File: src/hw/rtl/mexp_pkg.sv
`timescale 1ns / 1ps
// ----------------------------------------------------------------------------
// mexp_pkg
// Shared widths, state encoding and controller/datapath word types for the
// modular exponentiation core.
// ----------------------------------------------------------------------------
package mexp_pkg;

	localparam int VAL_W      = 31;             // base, modulus, power
	localparam int EXP_BITS   = 32;             // exponent bits scanned
	localparam int PROD_W     = 2 * VAL_W;      // full product width
	localparam int STEP_CNT_W = $clog2(VAL_W);
	localparam int BIT_CNT_W  = $clog2(EXP_BITS);

	localparam logic [STEP_CNT_W-1:0] RED_LAST  = STEP_CNT_W'(VAL_W - 1);
	localparam logic [BIT_CNT_W-1:0]  BIT_LAST  = BIT_CNT_W'(EXP_BITS - 1);
	localparam logic [VAL_W-1:0]      MOD_RESET = VAL_W'(2);

	typedef enum logic [2:0] {
		ST_IDLE,
		ST_BASE_RED,
		ST_BIT,
		ST_MUL_ACC,
		ST_RED_ACC,
		ST_MUL_SQ,
		ST_RED_SQ,
		ST_DONE
	} state_t;

	// controller -> datapath
	typedef struct packed {
		logic load;        // capture base/exponent, acc = 1
		logic mul_go;      // product into remainder/low shift registers
		logic mul_sel_acc; // multiply acc * sq instead of sq * sq
		logic red_step;    // one restoring remainder step
		logic wr_acc;      // final step result into acc
		logic wr_sq;       // final step result into sq
		logic exp_shift;   // drop exponent LSB
	} cmd_t;

	// datapath -> controller
	typedef struct packed {
		logic exp_bit0;
	} sts_t;

endpackage

File: src/hw/rtl/mexp_ctrl.sv
`timescale 1ns / 1ps
// ----------------------------------------------------------------------------
// mexp_ctrl
// Sequencer for square-and-multiply: base reduction, then per exponent bit an
// optional multiply-reduce into acc and a square-reduce into sq.
// ----------------------------------------------------------------------------
module mexp_ctrl (
	input  logic              clk,
	input  logic              arst_n,
	input  logic              start,
	input  mexp_pkg::sts_t    sts,
	output mexp_pkg::cmd_t    cmd,
	output logic              busy,
	output logic              done
);

	mexp_pkg::state_t state_q, state_d;

	logic [mexp_pkg::STEP_CNT_W-1:0] step_cnt_q;
	logic [mexp_pkg::BIT_CNT_W-1:0]  bit_cnt_q;
	logic                            red_active;
	logic                            red_last;
	logic                            bit_last;

	assign red_active = (state_q == mexp_pkg::ST_BASE_RED) ||
	                    (state_q == mexp_pkg::ST_RED_ACC)  ||
	                    (state_q == mexp_pkg::ST_RED_SQ);
	assign red_last   = (step_cnt_q == mexp_pkg::RED_LAST);
	assign bit_last   = (bit_cnt_q == mexp_pkg::BIT_LAST);

	always_ff @(posedge clk or negedge arst_n) begin
		if (!arst_n) begin
			state_q <= mexp_pkg::ST_IDLE;
		end else begin
			state_q <= state_d;
		end
	end

	always_ff @(posedge clk or negedge arst_n) begin
		if (!arst_n) begin
			step_cnt_q <= '0;
			bit_cnt_q  <= '0;
		end else begin
			if (red_active && !red_last) begin
				step_cnt_q <= step_cnt_q + 1'b1;
			end else begin
				step_cnt_q <= '0;
			end
			if (cmd.load) begin
				bit_cnt_q <= '0;
			end else if (cmd.exp_shift) begin
				bit_cnt_q <= bit_cnt_q + 1'b1;
			end
		end
	end

	always_comb begin
		state_d = state_q;
		cmd     = '0;
		busy    = 1'b1;
		done    = 1'b0;
		unique case (state_q)
			mexp_pkg::ST_IDLE: begin
				busy = 1'b0;
				if (start) begin
					cmd.load = 1'b1;
					state_d  = mexp_pkg::ST_BASE_RED;
				end
			end
			mexp_pkg::ST_BASE_RED: begin
				cmd.red_step = 1'b1;
				if (red_last) begin
					cmd.wr_sq = 1'b1;
					state_d   = mexp_pkg::ST_BIT;
				end
			end
			mexp_pkg::ST_BIT: begin
				state_d = sts.exp_bit0 ? mexp_pkg::ST_MUL_ACC : mexp_pkg::ST_MUL_SQ;
			end
			mexp_pkg::ST_MUL_ACC: begin
				cmd.mul_go      = 1'b1;
				cmd.mul_sel_acc = 1'b1;
				state_d         = mexp_pkg::ST_RED_ACC;
			end
			mexp_pkg::ST_RED_ACC: begin
				cmd.red_step = 1'b1;
				if (red_last) begin
					cmd.wr_acc = 1'b1;
					state_d    = mexp_pkg::ST_MUL_SQ;
				end
			end
			mexp_pkg::ST_MUL_SQ: begin
				cmd.mul_go = 1'b1;
				state_d    = mexp_pkg::ST_RED_SQ;
			end
			mexp_pkg::ST_RED_SQ: begin
				cmd.red_step = 1'b1;
				if (red_last) begin
					cmd.wr_sq     = 1'b1;
					cmd.exp_shift = 1'b1;
					state_d       = bit_last ? mexp_pkg::ST_DONE : mexp_pkg::ST_BIT;
				end
			end
			mexp_pkg::ST_DONE: begin
				done    = 1'b1;
				state_d = mexp_pkg::ST_IDLE;
			end
			default: begin
				state_d = mexp_pkg::ST_IDLE;
			end
		endcase
	end

endmodule

File: src/hw/rtl/mexp_dp.sv
`timescale 1ns / 1ps
// ----------------------------------------------------------------------------
// mexp_dp
// Operand registers, one 31x31 multiplier and a bit-serial restoring
// remainder unit (one quotient bit per cycle while red_step is high).
// ----------------------------------------------------------------------------
module mexp_dp (
	input  logic                        clk,
	input  logic                        arst_n,
	input  mexp_pkg::cmd_t              cmd,
	output mexp_pkg::sts_t              sts,
	input  logic [mexp_pkg::VAL_W-1:0]  base,
	input  logic [mexp_pkg::EXP_BITS-1:0] exponent,
	input  logic                        cfg_we,
	input  logic [mexp_pkg::VAL_W-1:0]  cfg_data,
	output logic [mexp_pkg::VAL_W-1:0]  power
);

	logic [mexp_pkg::VAL_W-1:0]    modulus_q;
	logic [mexp_pkg::VAL_W-1:0]    acc_q;
	logic [mexp_pkg::VAL_W-1:0]    sq_q;
	logic [mexp_pkg::EXP_BITS-1:0] exp_q;
	logic [mexp_pkg::VAL_W-1:0]    rem_q;   // partial remainder, < a nonzero modulus
	logic [mexp_pkg::VAL_W-1:0]    low_q;   // dividend bits still to shift in

	logic [mexp_pkg::VAL_W-1:0]    mul_a;
	logic [mexp_pkg::PROD_W-1:0]   prod;
	logic [mexp_pkg::VAL_W:0]      shifted;
	logic [mexp_pkg::VAL_W:0]      mod_ext;
	logic [mexp_pkg::VAL_W:0]      diff;
	logic                          ge;
	logic [mexp_pkg::VAL_W-1:0]    rem_next;
	logic [mexp_pkg::VAL_W-1:0]    red_val;

	always_ff @(posedge clk or negedge arst_n) begin
		if (!arst_n) begin
			modulus_q <= mexp_pkg::MOD_RESET;
		end else if (cfg_we) begin
			modulus_q <= cfg_data;
		end
	end

	// operands stay below the modulus after base reduction, so the high half
	// of any product is already a valid partial remainder
	assign mul_a = cmd.mul_sel_acc ? acc_q : sq_q;
	assign prod  = mexp_pkg::PROD_W'(mul_a) * mexp_pkg::PROD_W'(sq_q);

	assign shifted  = {rem_q, low_q[mexp_pkg::VAL_W-1]};
	assign mod_ext  = {1'b0, modulus_q};
	assign ge       = (shifted >= mod_ext);
	assign diff     = shifted - mod_ext;
	assign rem_next = ge ? diff[mexp_pkg::VAL_W-1:0] : shifted[mexp_pkg::VAL_W-1:0];
	// zero modulus reduces everything to zero
	assign red_val  = (modulus_q == '0) ? '0 : rem_next;

	always_ff @(posedge clk) begin
		if (cmd.load) begin
			rem_q <= '0;
			low_q <= base;
			acc_q <= mexp_pkg::VAL_W'(1);
			exp_q <= exponent;
		end else begin
			if (cmd.mul_go) begin
				rem_q <= prod[mexp_pkg::PROD_W-1:mexp_pkg::VAL_W];
				low_q <= prod[mexp_pkg::VAL_W-1:0];
			end else if (cmd.red_step) begin
				rem_q <= rem_next;
				low_q <= {low_q[mexp_pkg::VAL_W-2:0], 1'b0};
			end
			if (cmd.wr_acc) begin
				acc_q <= red_val;
			end
			if (cmd.exp_shift) begin
				exp_q <= {1'b0, exp_q[mexp_pkg::EXP_BITS-1:1]};
			end
		end
		if (cmd.wr_sq) begin
			sq_q <= red_val;
		end
	end

	assign sts.exp_bit0 = exp_q[0];
	assign power        = acc_q;

endmodule

File: src/hw/rtl/modular_exponentiation_core.sv
`timescale 1ns / 1ps
// ----------------------------------------------------------------------------
// modular_exponentiation_core
// power = base ^ exponent mod modulus, right-to-left square-and-multiply over
// all 32 exponent bits; a zero exponent returns 1 unreduced.
// ----------------------------------------------------------------------------
//
// channel   signals                       word
// -------   ---------------------------   ---------------------------------
// input     start / busy                  base[30:0], exponent[31:0]
// result    done (one-cycle strobe)       power[30:0]
// config    cfg_valid / cfg_ready         cfg_data[30:0] -> modulus
//
// Per word: accept, base reduction (31 remainder steps), then per exponent
//   bit a decision state, a multiply into acc when the bit is set and a
//   square, each a multiply plus 31 remainder steps; after the last bit, done.
// Reset: arst_n clears the sequencer and sets modulus to 2.
// busy stays high from the accepting edge through the done cycle; done holds
//   power for exactly one cycle and the receiver cannot stall it.
// cfg_ready follows !busy; modulus changes only between words.
//
module modular_exponentiation_core (
	input  logic                          clk,
	input  logic                          arst_n,
	// command channel
	input  logic                          start,
	output logic                          busy,
	input  logic [mexp_pkg::VAL_W-1:0]    base,
	input  logic [mexp_pkg::EXP_BITS-1:0] exponent,
	// result strobe
	output logic                          done,
	output logic [mexp_pkg::VAL_W-1:0]    power,
	// modulus write channel
	input  logic                          cfg_valid,
	output logic                          cfg_ready,
	input  logic [mexp_pkg::VAL_W-1:0]    cfg_data
);

	mexp_pkg::cmd_t cmd;
	mexp_pkg::sts_t sts;
	logic           cfg_we;

	assign cfg_ready = !busy;
	assign cfg_we    = cfg_valid && cfg_ready;

	// sequencer: counts remainder steps and exponent bits
	mexp_ctrl u_ctrl (
		.clk    (clk),
		.arst_n (arst_n),
		.start  (start),
		.sts    (sts),
		.cmd    (cmd),
		.busy   (busy),
		.done   (done)
	);

	// operand registers, multiplier, serial remainder, modulus register
	mexp_dp u_dp (
		.clk      (clk),
		.arst_n   (arst_n),
		.cmd      (cmd),
		.sts      (sts),
		.base     (base),
		.exponent (exponent),
		.cfg_we   (cfg_we),
		.cfg_data (cfg_data),
		.power    (power)
	);

endmodule

File: config.mk
export PLATFORM = sky130hd
export DESIGN_NAME = modular_exponentiation_core
export DESIGN_NICKNAME = d
export VERILOG_FILES = /design/src/hw/rtl/mexp_pkg.sv /design/src/hw/rtl/mexp_ctrl.sv /design/src/hw/rtl/mexp_dp.sv /design/src/hw/rtl/modular_exponentiation_core.sv
export SDC_FILE = /design/constraint.sdc
export NUM_CORES = 2
export LEC_CHECK = 0
export BUFFER_PORTS_ARGS = -buffer_cell sky130_fd_sc_hd__buf_4
export CELL_PAD_IN_SITES_DETAIL_PLACEMENT = 1
export CELL_PAD_IN_SITES_GLOBAL_PLACEMENT = 1
export CORE_MARGIN = 5
export CORE_UTILIZATION = 35
export CTS_BUF_LIST = sky130_fd_sc_hd__clkbuf_8
export DETAILED_ROUTE_END_ITERATION = 10
export PLACE_DENSITY_LB_ADDON = 0.15
export SETUP_SLACK_MARGIN = 0.5
export SLEW_MARGIN = 30
export SYNTH_ARGS = -nofsm -noshare
export SYNTH_HDL_FRONTEND = slang
export SYNTH_HIERARCHICAL = 1
export SYNTH_SLANG_ARGS = --single-unit
File: constraint.sdc
create_clock -name clk -period 22.7 [get_ports clk]
set_input_delay 3.405 -clock clk [delete_from_list [all_inputs] [get_ports clk]]
set_output_delay 3.405 -clock clk [all_outputs]
set_load 0.02 [all_outputs]
==> results.yml <==
synthesis:
  synth_area_mm2: 0.0420
  syn-num-nets: 5786
  yosys.area_share.adder_pct: 48.6
  synth_edf_count: 94
  yosys_warnings: 6
  synth_compound_area_share_pct: 7.58
  synth-seq-cells: 200
  yosysUniqueCellTypes: 93
  avgSynthCellArea_um2: 9.21
  ys_seq_area_share_pct: 12.3
  synth-xor-area-share_pct: 1.88
  synth-simple-area-share_pct: 16.2
  async_flop_share_pct: 22.0
  synth_ff_type: "edfxtp_1"
  netlist_instances: 4560
  synthMuxAreaShare_pct: 3.08
  synth_top_family_by_area: "adder cells"
clocking:
  cts.sinks: 200
  cts-htree-levels: 4
  post_cts_resized: 0
  clk_latency_ns: 0.52
  post_cts_buffers: 0
  cts_buffer_depth: 2
  cts_tree: "built"
  cts_buffers: 17
  hold_buffers: 0
  clockRootBuffer: "clkbuf_8"
  clk_pin_slew_ns: 0.11
floorplan:
  die_h_um: 356
  die_w_um: 356
  dieArea_mm2: 0.127
  ios: 132
  initial_core_util_pct: 35.1
  coreArea_mm2: 0.119
  rows: 127
status:
  outcome: "finished, final reports clean"
place:
  gp_congestion: 0.847
  io_buffers: 131
  dpl.hpwl_mm: 108
  dp.cells: 6079
worst_setup_path:
  critical_path.max_stage_delay_ns: 0.72
  worstPathArrival_ns: 10.19
  path_class: "reg -> reg"
  cp_common_cell: "fa_1"
  crit_path_max_fanout: 34
  worstSetupStartpointType: "flip-flop"
  cp.required_ns: 23.07
  cp-startpoint: "u_ctrl/state_q[1]"
  slowest_stage: "mux2_2"
  worstSetupEndpointType: "flip-flop"
  r2r_start: "u_ctrl/state_q[1]"
route:
  drc: 0
  vias_per_cell: 5.04
  detail-route-antenna-nets: 0
  wl_per_cell_um: 22.3
  num_vias: 30800
  wl_mm: 136
  firstDrtPassIters: 5
  dr.first_iter.drc_count: 1619
timing:
  fmax_mhz: 102
  tightestPinTransition_ns: 0.944
  final_max_slew_viol_count: 0
  tns_ns: 0
  setup_viol: 0
  slew-limit-headroom_pct: 37.1
  final.min_clock_period_ns: 9.82
  rsz0062_at_grt: "no"
  finalCritPeriodShare_pct: 43.3
  finClkSkew_ns: 0.0236
  hold_viol: 0
grt:
  track_usage_pct: 22.0
  grt_max_degree: 62
  grt_pass1_wl_mm: 215
  first_global_vias: 34700
  antenna_found_initial: 11
  grt_overflow: 0
final_layout:
  area_growth_pct: 6.63
  fin_cells: 6114
  nNetsFinal: 5713
  drive_gt1_share_pct: 7.29
worst_hold_path:
  min_from: "u_ctrl/step_cnt_q[0]"
  min_path_type: "reg -> reg"
run:
  drv_cap: 0
## cell type report
class / count / area [µm²]
clock buffers: 18 / 248
clock inverters: 14 / 153
multi-input cells: 3222 / 32500
well taps: 1612 / 2020
flip-flops and latches: 200 / 5170
inverters: 862 / 3240
diodes: 2 / 5.00
fillers: 13900 / 74700
repair buffers: 184 / 1410
## synthesized netlist by cell type, drive strengths merged (43+ instances only)
library cell  instances  area, µm²
and2                487       3050
fa                  838      16800
a21oi               163        827
inv                 859       3220
clkbuf              252        946
nor2                133        499
edfxtp               94       2820
dfrtp                43       1080
mux2                 64        724
nand2               603       2270
ha                  290       3630
mux2i                57        571
o21ai               143        723
xnor2                52        455
dfxtp                62       1240
## cell usage in the layout, fill, tap and decap left out, types with 6 or more instances in the layout
| master | Yosys | routed |
|---|---|---|
| edfxtp_1 | 94 | 94 |
| mux2i_1 | 57 | 57 |
| o22ai_1 | 10 | 10 |
| dfxtp_1 | 62 | 62 |
| dfrtp_1 | 43 | 43 |
| a211oi_1 | 8 | 8 |
| nand3_1 | 25 | 25 |
| nor2_1 | 133 | 131 |
| ha_1 | 290 | 290 |
| fa_1 | 838 | 838 |
| and3_1 | 14 | 14 |
| or3_1 | 9 | 9 |
| xor2_1 | 38 | 38 |
| buf_4 | 1 | 182 |
| clkbuf_8 | 0 | 18 |
| a31oi_1 | 15 | 15 |
| nor3_1 | 33 | 33 |
| a21boi_0 | 7 | 7 |
| nand2_1 | 602 | 602 |
| nor2b_1 | 13 | 12 |
| o21bai_1 | 11 | 11 |
| a21oi_1 | 160 | 159 |
| o21a_1 | 24 | 24 |
| o31ai_1 | 6 | 6 |
| o211ai_1 | 8 | 8 |
| o21ai_1 | 10 | 10 |
| nor4_1 | 10 | 10 |
| xnor2_1 | 52 | 52 |
| mux2_2 | 63 | 63 |
| nand2b_1 | 6 | 6 |
| inv_1 | 857 | 858 |
| nand4_1 | 26 | 26 |
| a21o_1 | 41 | 41 |
| o21ai_0 | 131 | 130 |
| and2_1 | 487 | 486 |
## sequential cells by signal (all words and copies together) (netlist names)
signal / cells
u_ctrl/bit_cnt_q: 5
u_ctrl/state_q: 3
u_ctrl/step_cnt_q: 5
u_dp/exp_q: 32
u_dp/low_q: 31
u_dp/modulus_q: 31
u_dp/power: 31
u_dp/rem_q: 31
u_dp/sq_q: 31
## per-stage QoR
step                      hold WS [ns]  area, µm²  utilization, %  worst slack (ns)
final                            0.511      44800            37.5             12.88
after global routing             0.551      44800            37.5             12.45
after CTS                        0.517      44800            37.5             12.90
after detailed placement         0.492      44400            37.1             12.98
after global placement           0.473      44300            37.1             13.08
after floorplan                  0.455      42000               -             14.29
## final timing paths
kind	endpoint	slack [ns]	depth (start not counted)
setup / recovery	u_dp/rem_q[23]	12.88	30
hold / removal	u_ctrl/step_cnt_q[0]	0.51	1
setup reg to reg	u_dp/rem_q[23]	12.88	30
hold reg to reg	u_ctrl/step_cnt_q[0]	0.51	1
max in group asynchronous	u_dp/modulus_q[16]	19.44	1
min in group asynchronous	u_ctrl/step_cnt_q[0]	2.86	1
## kinds of logic (layout without fill, tap and decap cells)
group,count (synthesis),count (layout)
buf+inv,1138,1078
mux,121,121
flops,200,200
xor+xnor,90,90
other cells,0,2
compound gates,498,498
simple gates,1385,1385
fa+ha+maj,1128,1128
## metal layers
metal / GRT usage [%] / vias to the layer above / share of wire, %
li1: - / 13800 / -
met1: 32.5 / 16400 / 49
met2: 36.4 / 537 / 47
met3: 1.26 / 78 / 3.1
met5: 0 / - / 0.0095
met4: 3.28 / 2 / 1.4
## critical path: cells and delay by family (launching register included)
kind | cells | cell delay (ns)
fa+ha+maj | 9 | 4.39
compound gates | 8 | 2.12
buf+inv | 7 | 0.84
simple gates | 4 | 0.72
mux | 1 | 0.72
flops | 1 | 0.64
xor+xnor | 1 | 0.17
Power is not shown: default switching activity piles up to over one toggle a cycle in this logic, so the estimate is an artifact.
